===== config.mk =====
export PLATFORM = sky130hd
export DESIGN_NAME = windowed_reorder_buffer
export DESIGN_NICKNAME = d
export VERILOG_FILES = /design/src/rtl/wrb_pkg.sv /design/src/rtl/windowed_reorder_buffer.sv
export VERILOG_INCLUDE_DIRS = /design/src /design/src/rtl
export SDC_FILE = /design/constraint.sdc
export NUM_CORES = 1
export LEC_CHECK = 0
export BUFFER_PORTS_ARGS = -buffer_cell sky130_fd_sc_hd__buf_2
export CORE_MARGIN = 2
export CORE_UTILIZATION = 37
export CTS_CLUSTER_DIAMETER = 40
export DETAILED_ROUTE_END_ITERATION = 10
export GPL_TIMING_DRIVEN = 1
export PLACE_DENSITY = 0.62
export SYNTH_ARGS = -nofsm -noshare
export SYNTH_HDL_FRONTEND = slang
export SYNTH_SLANG_ARGS = --single-unit

===== constraint.sdc =====
create_clock -name clk -period 12.18 [get_ports clk]
set_input_delay 0.609 -clock clk [delete_from_list [all_inputs] [get_ports clk]]
set_output_delay 0.609 -clock clk [all_outputs]
set_load 0.005 [all_outputs]

===== src/rtl/windowed_reorder_buffer_assert.svh =====
`ifndef WINDOWED_REORDER_BUFFER_ASSERT_SVH
`define WINDOWED_REORDER_BUFFER_ASSERT_SVH

// Checks that a condition holds at every clock edge outside reset.
`define WRB_ASSERT_ALWAYS(label, cond) \
    label: assert property (@(posedge clk) disable iff (!rst_n) (cond)) \
        else $error("windowed_reorder_buffer: assertion failed");

// Checks that a consequence holds in the same cycle as its cause.
`define WRB_ASSERT_IMPLY(label, ante, cons) \
    label: assert property (@(posedge clk) disable iff (!rst_n) (ante) |-> (cons)) \
        else $error("windowed_reorder_buffer: assertion failed");

// Checks that a consequence holds in the cycle after its cause.
`define WRB_ASSERT_NEXT(label, ante, cons) \
    label: assert property (@(posedge clk) disable iff (!rst_n) (ante) |=> (cons)) \
        else $error("windowed_reorder_buffer: assertion failed");

`endif


===== src/rtl/wrb_pkg.sv =====
package wrb_pkg;

    localparam int RING_DEPTH_DEF   = 8;
    localparam int PAYLOAD_BITS_DEF = 32;

    localparam logic [1:0] REQ_ADMIT    = 2'd0;
    localparam logic [1:0] REQ_COMPLETE = 2'd1;
    localparam logic [1:0] REQ_ABORT    = 2'd2;

    localparam logic [3:0] ST_GRANT         = 4'd0;
    localparam logic [3:0] ST_WAIT          = 4'd1;
    localparam logic [3:0] ST_REFUSED       = 4'd2;
    localparam logic [3:0] ST_STORED        = 4'd3;
    localparam logic [3:0] ST_PUSH_ABORTED  = 4'd4;
    localparam logic [3:0] ST_OUT_OF_WINDOW = 4'd5;
    localparam logic [3:0] ST_DUPLICATE     = 4'd6;
    localparam logic [3:0] ST_DELIVERED     = 4'd7;
    localparam logic [3:0] ST_ABORT_DONE    = 4'd8;

    localparam logic ADDR_TOTAL_FRAMES = 1'b0;
    localparam logic ADDR_WINDOW_SIZE  = 1'b1;

endpackage


===== src/rtl/windowed_reorder_buffer.sv =====
// In-order reassembly buffer with a sliding admission window. Each input item
// is an admission request, a completion or an abort, and gives one result. An
// item of an unknown request type gives none. A completion that fills the slot
// of the next expected index also releases every consecutive ready entry, one
// delivered result each, and the last result of an item carries the last mark.
// Payload and ok flag of a completed entry live in a ring memory with a
// registered read; the valid bits are flip-flops. An admission, an abort, an
// unknown request or a completion that releases no entry is accepted, then
// decided. A stored completion that releases entries then passes a read step
// and delivers one entry at a time, since the first memory read is issued
// after the write and each later read is issued ahead while the previous
// entry goes out. A stall on the result side holds decide and deliver. The
// input is taken while a result still waits in the output register.
`include "windowed_reorder_buffer_assert.svh"

module windowed_reorder_buffer #(
    parameter int RING_DEPTH   = wrb_pkg::RING_DEPTH_DEF,
    parameter int PAYLOAD_BITS = wrb_pkg::PAYLOAD_BITS_DEF
) (
    input  logic        clk,
    input  logic        rst_n,

    input  logic        psel,
    input  logic        penable,
    input  logic        pwrite,
    input  logic [2:0]  paddr,
    input  logic [31:0] pwdata,
    output logic [31:0] prdata,
    output logic        pready,

    input  logic        in_valid,
    output logic        in_stall,
    input  logic [1:0]  req_type,
    input  logic [31:0] item_index,
    input  logic [31:0] payload,
    input  logic        item_ok,

    output logic        out_valid,
    input  logic        out_stall,
    output logic [3:0]  status,
    output logic [31:0] out_index,
    output logic [31:0] out_payload,
    output logic        out_ok,
    output logic        all_done,
    output logic        last
);

    localparam int PTR_W   = (RING_DEPTH > 1) ? $clog2(RING_DEPTH) : 1;
    localparam int WIN_W   = $clog2(RING_DEPTH + 1);
    localparam int STORE_W = (PAYLOAD_BITS < 32) ? PAYLOAD_BITS : 32;

    localparam logic [1:0] S_IDLE    = 2'd0;
    localparam logic [1:0] S_DECIDE  = 2'd1;
    localparam logic [1:0] S_READ    = 2'd2;
    localparam logic [1:0] S_DELIVER = 2'd3;

    logic [1:0]            state_reg, state_next;
    logic [31:0]           total_frames_reg;
    logic [6:0]            window_size_reg;
    logic [31:0]           ne_reg, ne_next;
    logic [PTR_W-1:0]      head_reg, head_next;
    logic [RING_DEPTH-1:0] valid_reg, valid_next;
    logic                  aborted_reg, aborted_next;

    logic [1:0]            q_type_reg;
    logic [31:0]           q_idx_reg;
    logic [STORE_W-1:0]    q_pay_reg;
    logic                  q_ok_reg;

    logic [STORE_W:0]      mem [RING_DEPTH];
    logic [STORE_W:0]      rd_data_reg;
    logic [PTR_W-1:0]      rd_addr;
    logic                  mem_we;
    logic [PTR_W-1:0]      slot;

    logic                  out_valid_reg, out_valid_next;
    logic [3:0]            status_reg, status_next;
    logic [31:0]           out_index_reg, out_index_next;
    logic [31:0]           out_payload_reg, out_payload_next;
    logic                  out_ok_reg, out_ok_next;
    logic                  all_done_reg, all_done_next;
    logic                  last_reg, last_next;

    logic                  out_free;
    logic                  accept;
    logic                  cfg_write;
    logic [WIN_W-1:0]      eff_win;
    logic [32:0]           win_end;
    logic                  below_end;
    logic                  in_window;
    logic [31:0]           diff;
    logic [PTR_W:0]        slot_sum;
    logic [PTR_W-1:0]      head_inc;
    logic [31:0]           ne_inc;
    logic                  more_after_store;
    logic                  more_after_deliver;
    logic                  emit_deliver;

    assign pready    = 1'b1;
    assign cfg_write = psel && penable && pwrite;
    assign prdata    = (paddr[2] == wrb_pkg::ADDR_WINDOW_SIZE)
                       ? {25'd0, window_size_reg} : total_frames_reg;

    assign in_stall = (state_reg != S_IDLE);
    assign accept   = in_valid && !in_stall;
    assign out_free = !out_valid_reg || !out_stall;

    assign out_valid   = out_valid_reg;
    assign status      = status_reg;
    assign out_index   = out_index_reg;
    assign out_payload = out_payload_reg;
    assign out_ok      = out_ok_reg;
    assign all_done    = all_done_reg;
    assign last        = last_reg;

    always_comb
    begin
        if (window_size_reg == 7'd0)
        begin
            eff_win = WIN_W'(1);
        end
        else if (window_size_reg > 7'(RING_DEPTH))
        begin
            eff_win = WIN_W'(RING_DEPTH);
        end
        else
        begin
            eff_win = window_size_reg[WIN_W-1:0];
        end
    end

    assign win_end   = {1'b0, ne_reg} + 33'(eff_win);
    assign below_end = {1'b0, q_idx_reg} < win_end;
    assign in_window = (q_idx_reg >= ne_reg) && below_end && (q_idx_reg < total_frames_reg);

    assign diff     = q_idx_reg - ne_reg;
    assign slot_sum = {1'b0, head_reg} + {1'b0, diff[PTR_W-1:0]};
    assign slot     = (slot_sum >= (PTR_W+1)'(RING_DEPTH))
                      ? PTR_W'(slot_sum - (PTR_W+1)'(RING_DEPTH)) : slot_sum[PTR_W-1:0];

    assign head_inc = (head_reg == PTR_W'(RING_DEPTH - 1)) ? '0 : head_reg + 1'b1;
    assign ne_inc   = ne_reg + 32'd1;

    assign more_after_store   = (ne_reg < total_frames_reg)
                                && (valid_reg[head_reg] || (slot == head_reg));
    assign more_after_deliver = (ne_inc < total_frames_reg) && valid_reg[head_inc]
                                && (head_inc != head_reg);

    assign emit_deliver = (state_reg == S_DELIVER) && out_free;
    assign rd_addr      = emit_deliver ? head_inc : head_reg;

    always_comb
    begin
        state_next       = state_reg;
        ne_next          = ne_reg;
        head_next        = head_reg;
        valid_next       = valid_reg;
        aborted_next     = aborted_reg;
        mem_we           = 1'b0;
        out_valid_next   = out_valid_reg && out_stall;
        status_next      = status_reg;
        out_index_next   = out_index_reg;
        out_payload_next = out_payload_reg;
        out_ok_next      = out_ok_reg;
        all_done_next    = all_done_reg;
        last_next        = last_reg;

        unique case (state_reg)
            S_IDLE:
            begin
                if (accept)
                begin
                    state_next = S_DECIDE;
                end
            end
            S_DECIDE:
            begin
                if (q_type_reg != wrb_pkg::REQ_ADMIT && q_type_reg != wrb_pkg::REQ_COMPLETE
                    && q_type_reg != wrb_pkg::REQ_ABORT)
                begin
                    state_next = S_IDLE;
                end
                else if (out_free)
                begin
                    out_valid_next   = 1'b1;
                    out_index_next   = q_idx_reg;
                    out_payload_next = 32'd0;
                    out_ok_next      = 1'b0;
                    all_done_next    = ne_reg >= total_frames_reg;
                    last_next        = 1'b1;
                    state_next       = S_IDLE;
                    case (q_type_reg)
                        wrb_pkg::REQ_ADMIT:
                        begin
                            if (aborted_reg)
                            begin
                                status_next = wrb_pkg::ST_REFUSED;
                            end
                            else if (below_end)
                            begin
                                status_next = wrb_pkg::ST_GRANT;
                            end
                            else
                            begin
                                status_next = wrb_pkg::ST_WAIT;
                            end
                        end
                        wrb_pkg::REQ_COMPLETE:
                        begin
                            if (aborted_reg)
                            begin
                                status_next = wrb_pkg::ST_PUSH_ABORTED;
                            end
                            else if (!in_window)
                            begin
                                status_next = wrb_pkg::ST_OUT_OF_WINDOW;
                            end
                            else if (valid_reg[slot])
                            begin
                                status_next = wrb_pkg::ST_DUPLICATE;
                            end
                            else
                            begin
                                status_next       = wrb_pkg::ST_STORED;
                                mem_we            = 1'b1;
                                valid_next[slot]  = 1'b1;
                                last_next         = !more_after_store;
                                state_next        = more_after_store ? S_READ : S_IDLE;
                            end
                        end
                        default:
                        begin
                            status_next    = wrb_pkg::ST_ABORT_DONE;
                            out_index_next = 32'd0;
                            aborted_next   = 1'b1;
                            valid_next     = '0;
                        end
                    endcase
                end
            end
            S_READ:
            begin
                state_next = S_DELIVER;
            end
            S_DELIVER:
            begin
                if (out_free)
                begin
                    out_valid_next   = 1'b1;
                    status_next      = wrb_pkg::ST_DELIVERED;
                    out_index_next   = ne_reg;
                    out_payload_next = 32'(rd_data_reg[STORE_W-1:0]);
                    out_ok_next      = rd_data_reg[STORE_W];
                    all_done_next    = ne_inc >= total_frames_reg;
                    last_next        = !more_after_deliver;
                    valid_next[head_reg] = 1'b0;
                    ne_next          = ne_inc;
                    head_next        = head_inc;
                    state_next       = more_after_deliver ? S_DELIVER : S_IDLE;
                end
            end
            default:
            begin
                state_next = S_IDLE;
            end
        endcase
    end

    always_ff @(posedge clk or negedge rst_n)
    begin
        if (!rst_n)
        begin
            state_reg        <= S_IDLE;
            total_frames_reg <= 32'd0;
            window_size_reg  <= 7'd8;
            ne_reg           <= 32'd0;
            head_reg         <= '0;
            valid_reg        <= '0;
            aborted_reg      <= 1'b0;
            out_valid_reg    <= 1'b0;
        end
        else
        begin
            state_reg     <= state_next;
            ne_reg        <= ne_next;
            head_reg      <= head_next;
            valid_reg     <= valid_next;
            aborted_reg   <= aborted_next;
            out_valid_reg <= out_valid_next;
            if (cfg_write)
            begin
                unique case (paddr[2])
                    wrb_pkg::ADDR_TOTAL_FRAMES: total_frames_reg <= pwdata;
                    wrb_pkg::ADDR_WINDOW_SIZE:  window_size_reg  <= pwdata[6:0];
                    default:                    total_frames_reg <= total_frames_reg;
                endcase
            end
        end
    end

    always_ff @(posedge clk)
    begin
        if (accept)
        begin
            q_type_reg <= req_type;
            q_idx_reg  <= item_index;
            q_pay_reg  <= payload[STORE_W-1:0];
            q_ok_reg   <= item_ok;
        end
        status_reg      <= status_next;
        out_index_reg   <= out_index_next;
        out_payload_reg <= out_payload_next;
        out_ok_reg      <= out_ok_next;
        all_done_reg    <= all_done_next;
        last_reg        <= last_next;
    end

    always_ff @(posedge clk)
    begin
        if (mem_we)
        begin
            mem[slot] <= {q_ok_reg, q_pay_reg};
        end
        rd_data_reg <= mem[rd_addr];
    end

    `WRB_ASSERT_ALWAYS(a_head_in_ring, head_reg <= PTR_W'(RING_DEPTH - 1))
    `WRB_ASSERT_IMPLY(a_deliver_valid, emit_deliver, valid_reg[head_reg])
    `WRB_ASSERT_ALWAYS(a_aborted_empty, !aborted_reg || valid_reg == '0)
    `WRB_ASSERT_NEXT(a_deliver_advances, emit_deliver, ne_reg == $past(ne_reg) + 32'd1)

endmodule


Word-level counts from Yosys, hierarchy flattened --
Memories as Yosys holds them, arrays and structs flattened. A register that Yosys moved wholly into a read port is not among the register bits. Cells that the tools add are included.
Word-level totals: memories kept 1, bits in latches 0, bits in registers 224, bits in read-only memories 0, word-level logic and storage cells 180, RAM bits 264
Memory list:
- mem | depth 8, width 33, read ports 1, clocked after memory_dff 1, wr ports 1, RTL line windowed_reorder_buffer.sv:70 | logic [STORE_W:0] mem [RING_DEPTH];
Cells by class: shift operators 0, reductions and logical operators 35, bitwise operators 6, div/mod/pow operators 0, multiply operators 0, add/subtract/negate cells 6, multiplexer cells 82, order comparisons 14, eq/ne operators 18
Operator list (count):
- 32-bit two-way mux | 8
- 32-bit one-hot mux with 2 select lines | 2
- 32-bit >= comparator | 3
- 32-bit < comparator | 3
- 8-bit two-way mux | 6
- 32-bit by 4-bit adder with 33-bit output | 1
- 32-bit by 33-bit < comparator with 1-bit output | 1
- 32-bit by 1-bit adder with 32-bit output, second input constant | 1
- 8-bit one-hot mux with 2 select lines | 2
- 1-bit two-way mux | 30
- 2-bit two-way mux | 11
- 4-bit two-way mux | 5
- 3-bit two-way mux | 6
- 4-bit one-hot mux with 2 select lines | 2
- 1-bit logical AND | 14
- 3-bit by 4-bit < comparator with 1-bit output, second input constant | 3
- 2-bit inequality test, second input constant | 6
- 3-bit inequality test, second input constant | 4
- 1-bit binary-select mux with 3-bit select | 3
- 8-bit bitwise AND | 1
- 8-bit NOT | 1
- 8-bit OR | 1
- 1-bit one-hot mux with 2 select lines | 4
- 2-bit one-hot mux with 4 select lines | 1
- other kinds (25) | 42

Longest topological paths before layout --
word-level depth 16, depth in mapped cells 21, depth with buffers taken out 21

Worst setup path before layout --
Ideal clock, no wire load.
path type register to register, start register window_size_reg[6], end memory mem[5][0] (netlist bit) (enable), required time 11757 ps, path buffers 0, data arrival time 5928 ps, stages on the path, launching flop included 22, library setup time 423 ps, path slack 5829 ps, path through dfrtp_1 nor4_1 inv_1 nor2_1 ha_1 inv_1 fa_1 nor2b_1 o21ai_0 a2111o_1 or2_2 nor2_1 xnor2_1 ha_1 a41oi_1 o21ai_0 a221oi_1 o221ai_1 o21ai_2 nand3_2 or3_2 nor2_1
Between the ends: cells in the longest elaborated chain, start to end 15
Ends and longest elaborated chain:
- start, declared | RTL line windowed_reorder_buffer.sv:59 | logic [6:0] window_size_reg;
- start signal, assigned | RTL line windowed_reorder_buffer.sv:294 | wrb_pkg::ADDR_WINDOW_SIZE: window_size_reg <= pwdata[6:0];
- 7-bit by 4-bit > comparator with 1-bit output | RTL line windowed_reorder_buffer.sv:122 | else if (window_size_reg > 7'(RING_DEPTH))
- 4-bit two-way mux | RTL line windowed_reorder_buffer.sv:122
- 4-bit two-way mux (*) | RTL line windowed_reorder_buffer.sv:118 | if (window_size_reg == 7'd0)
- 32-bit by 4-bit adder with 33-bit output (*) | RTL line windowed_reorder_buffer.sv:132 | assign win_end = {1'b0, ne_reg} + 33'(eff_win);
- 32-bit by 33-bit < comparator with 1-bit output (*) | RTL line windowed_reorder_buffer.sv:133 | assign below_end = {1'b0, q_idx_reg} < win_end;
- 1-bit logical AND (*) (2 in series) | RTL line windowed_reorder_buffer.sv:134 | assign in_window = (q_idx_reg >= ne_reg) && below_end && (q_idx_reg < total_frames_reg);
- 1-bit two-way mux (*) | RTL line windowed_reorder_buffer.sv:214 | else if (!in_window)
- 1-bit two-way mux (*) | RTL line windowed_reorder_buffer.sv:210 | if (aborted_reg)
- 1-bit two-way mux (*) | RTL line windowed_reorder_buffer.sv:192 | case (q_type_reg)
- 1-bit two-way mux (*) | RTL line windowed_reorder_buffer.sv:183 | else if (out_free)
- 1-bit two-way mux (*) | RTL line windowed_reorder_buffer.sv:178 | if (q_type_reg != wrb_pkg::REQ_ADMIT && q_type_reg != wrb_pkg::REQ_COMPLETE
- 1-bit two-way mux (*) | RTL line windowed_reorder_buffer.sv:168 | unique case (state_reg)
- 1-bit two-way mux (*) | RTL line windowed_reorder_buffer.sv:320 | if (mem_we)
- 1-bit two-way mux (not written as such) (*) | RTL line windowed_reorder_buffer.sv:322 | mem[slot] <= {q_ok_reg, q_pay_reg};
- end, declared | RTL line windowed_reorder_buffer.sv:70
Every way passes the cells marked *; elsewhere a longest branch is shown, timed or not.

Worst setup path after layout --
start register window_size_reg[6], end memory mem[4][25] (netlist bit) (enable)
Same word-level chain as after synthesis.

==> summary.md <==
| Metric | Value |
|---|---|
| DPL Wire Length | `between 40 and 50 mm` |
| H-tree lvl count | `3` |
| Crit path DAT | `7.05 ns` |
| Crit path cell chain | `nor4_1 > inv_1 > nor2_1 > ha_1 > inv_1 > fa_1 > nor2b_1 > o21ai_0 > a2111o_1 > nor2_1 > nand3_1 > xnor2_1 > ha_1 > a21oi_1 > o21ai_0 > a221oi_1 > o221ai_1 > o21ai_2 > nand3_2 > or3_2 > nor2_4 > buf_4` |
| Final Hold Viols | `0` |
| Row count | `94` |
| Crit-path leading delay family | `simple AND/OR/NAND/NOR gates` |
| Port-buffer cells | `about 210` |
| Largest net degree at the start of global routing | `89` |
| TritonCTS Buffers | `82` |
| Most frequent cell after synthesis | `edfxtp_1` |
| Die H | `262.4 microns` |
| Overflow after GRT | `0` |
| Max stage delay on crit path | `0.64 ns` |
| Synthesized instance count | `approximately 2100` |
| Synth top cells by count | `edfxtp_1 (402), nand2_1 (387), nand3_1 (205)` |
| Hold path startpoint | `item_index[19]` |
| Via density per instance | `5.247` |
| DRT Pass-1 Iters | `5` |
| Mux contribution to synthesized area | `0.02299` |
| Synth async-reset ratio | `0.1651` |
| Layout cell share with drive strength beyond 1 | `0.1852` |
| Post-Synth XOR/XNOR Area | `0.03468` |
| Share of the yosys chip area belonging to registers | `0.6023` |
| Prevailing post-synth register cell | `edfxtp_1` |
| Worst slew pin tran | `1.150 ns` |
| Vias | `17369` |
| Slowest cell on the critical path | `a2111o_1` |
| Post-synthesis compound-gate area fraction | `0.06258` |
| Net count, final | `between 2000 and 3000` |
| Vias in the first global route | `17825` |
| Ys Warns | `0` |
| Largest register FFs | `264` |
| DRC viols | `0` |
| Adder-cell area share of the yosys netlist | `0.08648` |
| Status | `finished, final reports clean` |
| Max Slew Vio Count | `0` |
| DR WL/cell | `19.89 microns` |
| Root Buffer | `clkbuf_16` |
| Largest family of logic cells by synthesized area | `simple AND/OR/NAND/NOR gates` |
| Clock sinks | `around 520` |
| Die Span X | `262.4 microns` |
| WL final | `65.83 mm` |
| Dpl ws | `about 5.4 ns` |
| Synth Area in Simple Gates | `0.1626` |
| Yosys top cell by area | `edfxtp_1` |
| Tcrit/Tclk final | `0.5583` |
| Setup CP Type | `register to register` |
| Peak VDD IR | `~160 uV` |
| Static leakage | `0.01175 uW` |
| Post-route ant nets | `0` |
| Yosys reg bits | `roughly 520` |
| First-pass GRT wire length | `roughly 100 mm` |
| CP Launch Type | `register` |
| Count of cell types in the netlist | `75` |
| Relative slew slack | `0.2335` |
| Crit end category | `register` |
| GP Congestion | `0.9131` |
| Initial antenna violation count | `1` |
| PnR worst setup slack | `5.380 ns` |
| F_max | `between 100 and 150 MHz` |
| N_diodes | `0` |
| Synth top area share | `0.4885` |
| Worst r2r src | `window_size_reg[6]$_DFFE_PN0P_` |
| Worst Skew | `approximately 0.022 ns` |
| EDFF count, synth | `between 400 and 500` |
| Power density over the cells | `192.8 nW/um^2` |
| RSZ-0062 raised after global routing | `no` |
| Initial Util | `0.3745` |
| CP bufs+invs | `3` |
| Initial drt markers | `1188` |
| Worst hold path type | `input port to register` |
| Synthesis-to-finish area growth | `19.98%` |
| Cell Area, Synth | `between 20000 and 25000 sq um` |
| Core area | `65980 sq um` |
| Max-cap violation count | `0` |
| WP data required | `12.43 ns` |
| Critical path startpoint | `window_size_reg[6]$_DFFE_PN0P_` |
| Top Ports | `215` |
| TritonCTS clock tree | `done` |
| Setup TNS | `0 ns` |
| Syn_nets | `2426` |
| Total track usage | `0.1915` |
| Die Area | `68870 sq um` |
| Final setup fails | `0` |
| Resize count post-CTS | `0` |
| Top cells by area, synth | `edfxtp_1 (49%), dfrtp_1 (8.6%), ha_1 (8.4%), nand2_1 (5.9%), nand3_1 (4.2%)` |
| Clock transition at the registers of the reported paths | `roughly 0.06 ns` |
| Min cycle time layout | `6.800 ns` |
| Skew-Pair Late Insertion Delay | `0.63 ns` |
| Clk buf depth | `3` |
| Crit path max fanout | `33` |
| Syn avg cell area | `11.50 sq um` |
## cells by family after synthesis
group	Yosys count
simple gates	867
mux	49
buf+inv	182
flops	521
fa+ha+maj	169
xor+xnor	97
other cells	1
compound gates	262
## worst register-to-register path, delay by kind of cell, from the launching register on
kind | cells | cell delay (ns)
buffers and inverters | 3 | 0.73
adders and majority gates | 3 | 0.88
xor gates and xnor gates | 1 | 0.16
and+or+nand+nor | 8 | 2.33
DFF | 1 | 0.40
AOI/OAI and AO/OA | 7 | 1.93
## cells in the final DEF (no fill, tap or decap), types with 9 or more instances in the layout
master / n
and4_1: 10
nand2_1: 386
nand3b_1: 32
inv_1: 83
nor3_1: 21
inv_6: 12
xnor2_1: 90
nor2_1: 91
nand4_1: 27
nand3_1: 205
edfxtp_1: 402
dfrtp_1: 83
o21ai_0: 123
clkinv_1: 10
nor2_4: 9
dfxtp_1: 33
and3_1: 37
ha_1: 166
clkbuf_16: 84
buf_4: 29
mux2_2: 42
buf_2: 210
nor2b_1: 12
a21o_1: 11
a21oi_1: 63
## stage by stage
stage,std cells,total power [uW],hold slack [ns],util,cell area [sq um]
global route,3310,6008,0.1235,0.4494,29650
finish,3310,5716,0.1522,0.4494,29650
detailed placement,3156,3426,0.4932,0.4064,26810
global placement,3156,3391,0.4877,0.4064,26810
CTS,3310,5783,0.1140,0.4494,29650
floorplan,2148,2980,0.3134,-,24710
## cell type report
class	count	area, sq um
clock buffers	95	2173
inverters	87	329.1
repair buffers	240	1279
well taps	864	1081
clock inverters	58	653.1
multi-input cells	1445	9246
fillers	5935	36330
flip-flops and latches	521	14890
## power breakdown
group          switching (uW)  internal [uW]
Combinational             687            378
Clock                     887           1440
Sequential                136           2180
Total                    1710           4010
## layer usage
| metal | up-vias | wire length (microns) | GRT usage |
|---|---|---|---|
| li1 | 8229 | - | - |
| met1 | 8459 | 28310 | 0.2487 |
| met2 | 569 | 32080 | 0.3270 |
| met3 | 112 | 3756 | 0.03017 |
| met4 | 0 | 1680 | 0.06353 |
| met5 | - | 0 | 0 |
## worst paths after layout
kind	end	slack (ns)	depth (start not counted)
hold / removal	q_idx_reg[19]$_DFFE_PP_	0.15	1
min in group asynchronous	total_frames_reg[12]$_DFFE_PN0P_	0.54	2
setup / recovery	mem[4][25]$_DFFE_PP_	5.38	22
max in group asynchronous	state_reg[0]$_DFFE_PN0P_	10.49	3
hold reg to reg	total_frames_reg[4]$_DFFE_PN0P_	0.50	1
setup reg to reg	mem[4][25]$_DFFE_PP_	5.38	22
## timing repair
item                                   CTS  global route
endpoints found under the hold margin    9             0
buffers inserted                         0             0
setup endpoints to repair                0             0
hold buffers                             1             0
(Power assumes the default switching activity.)
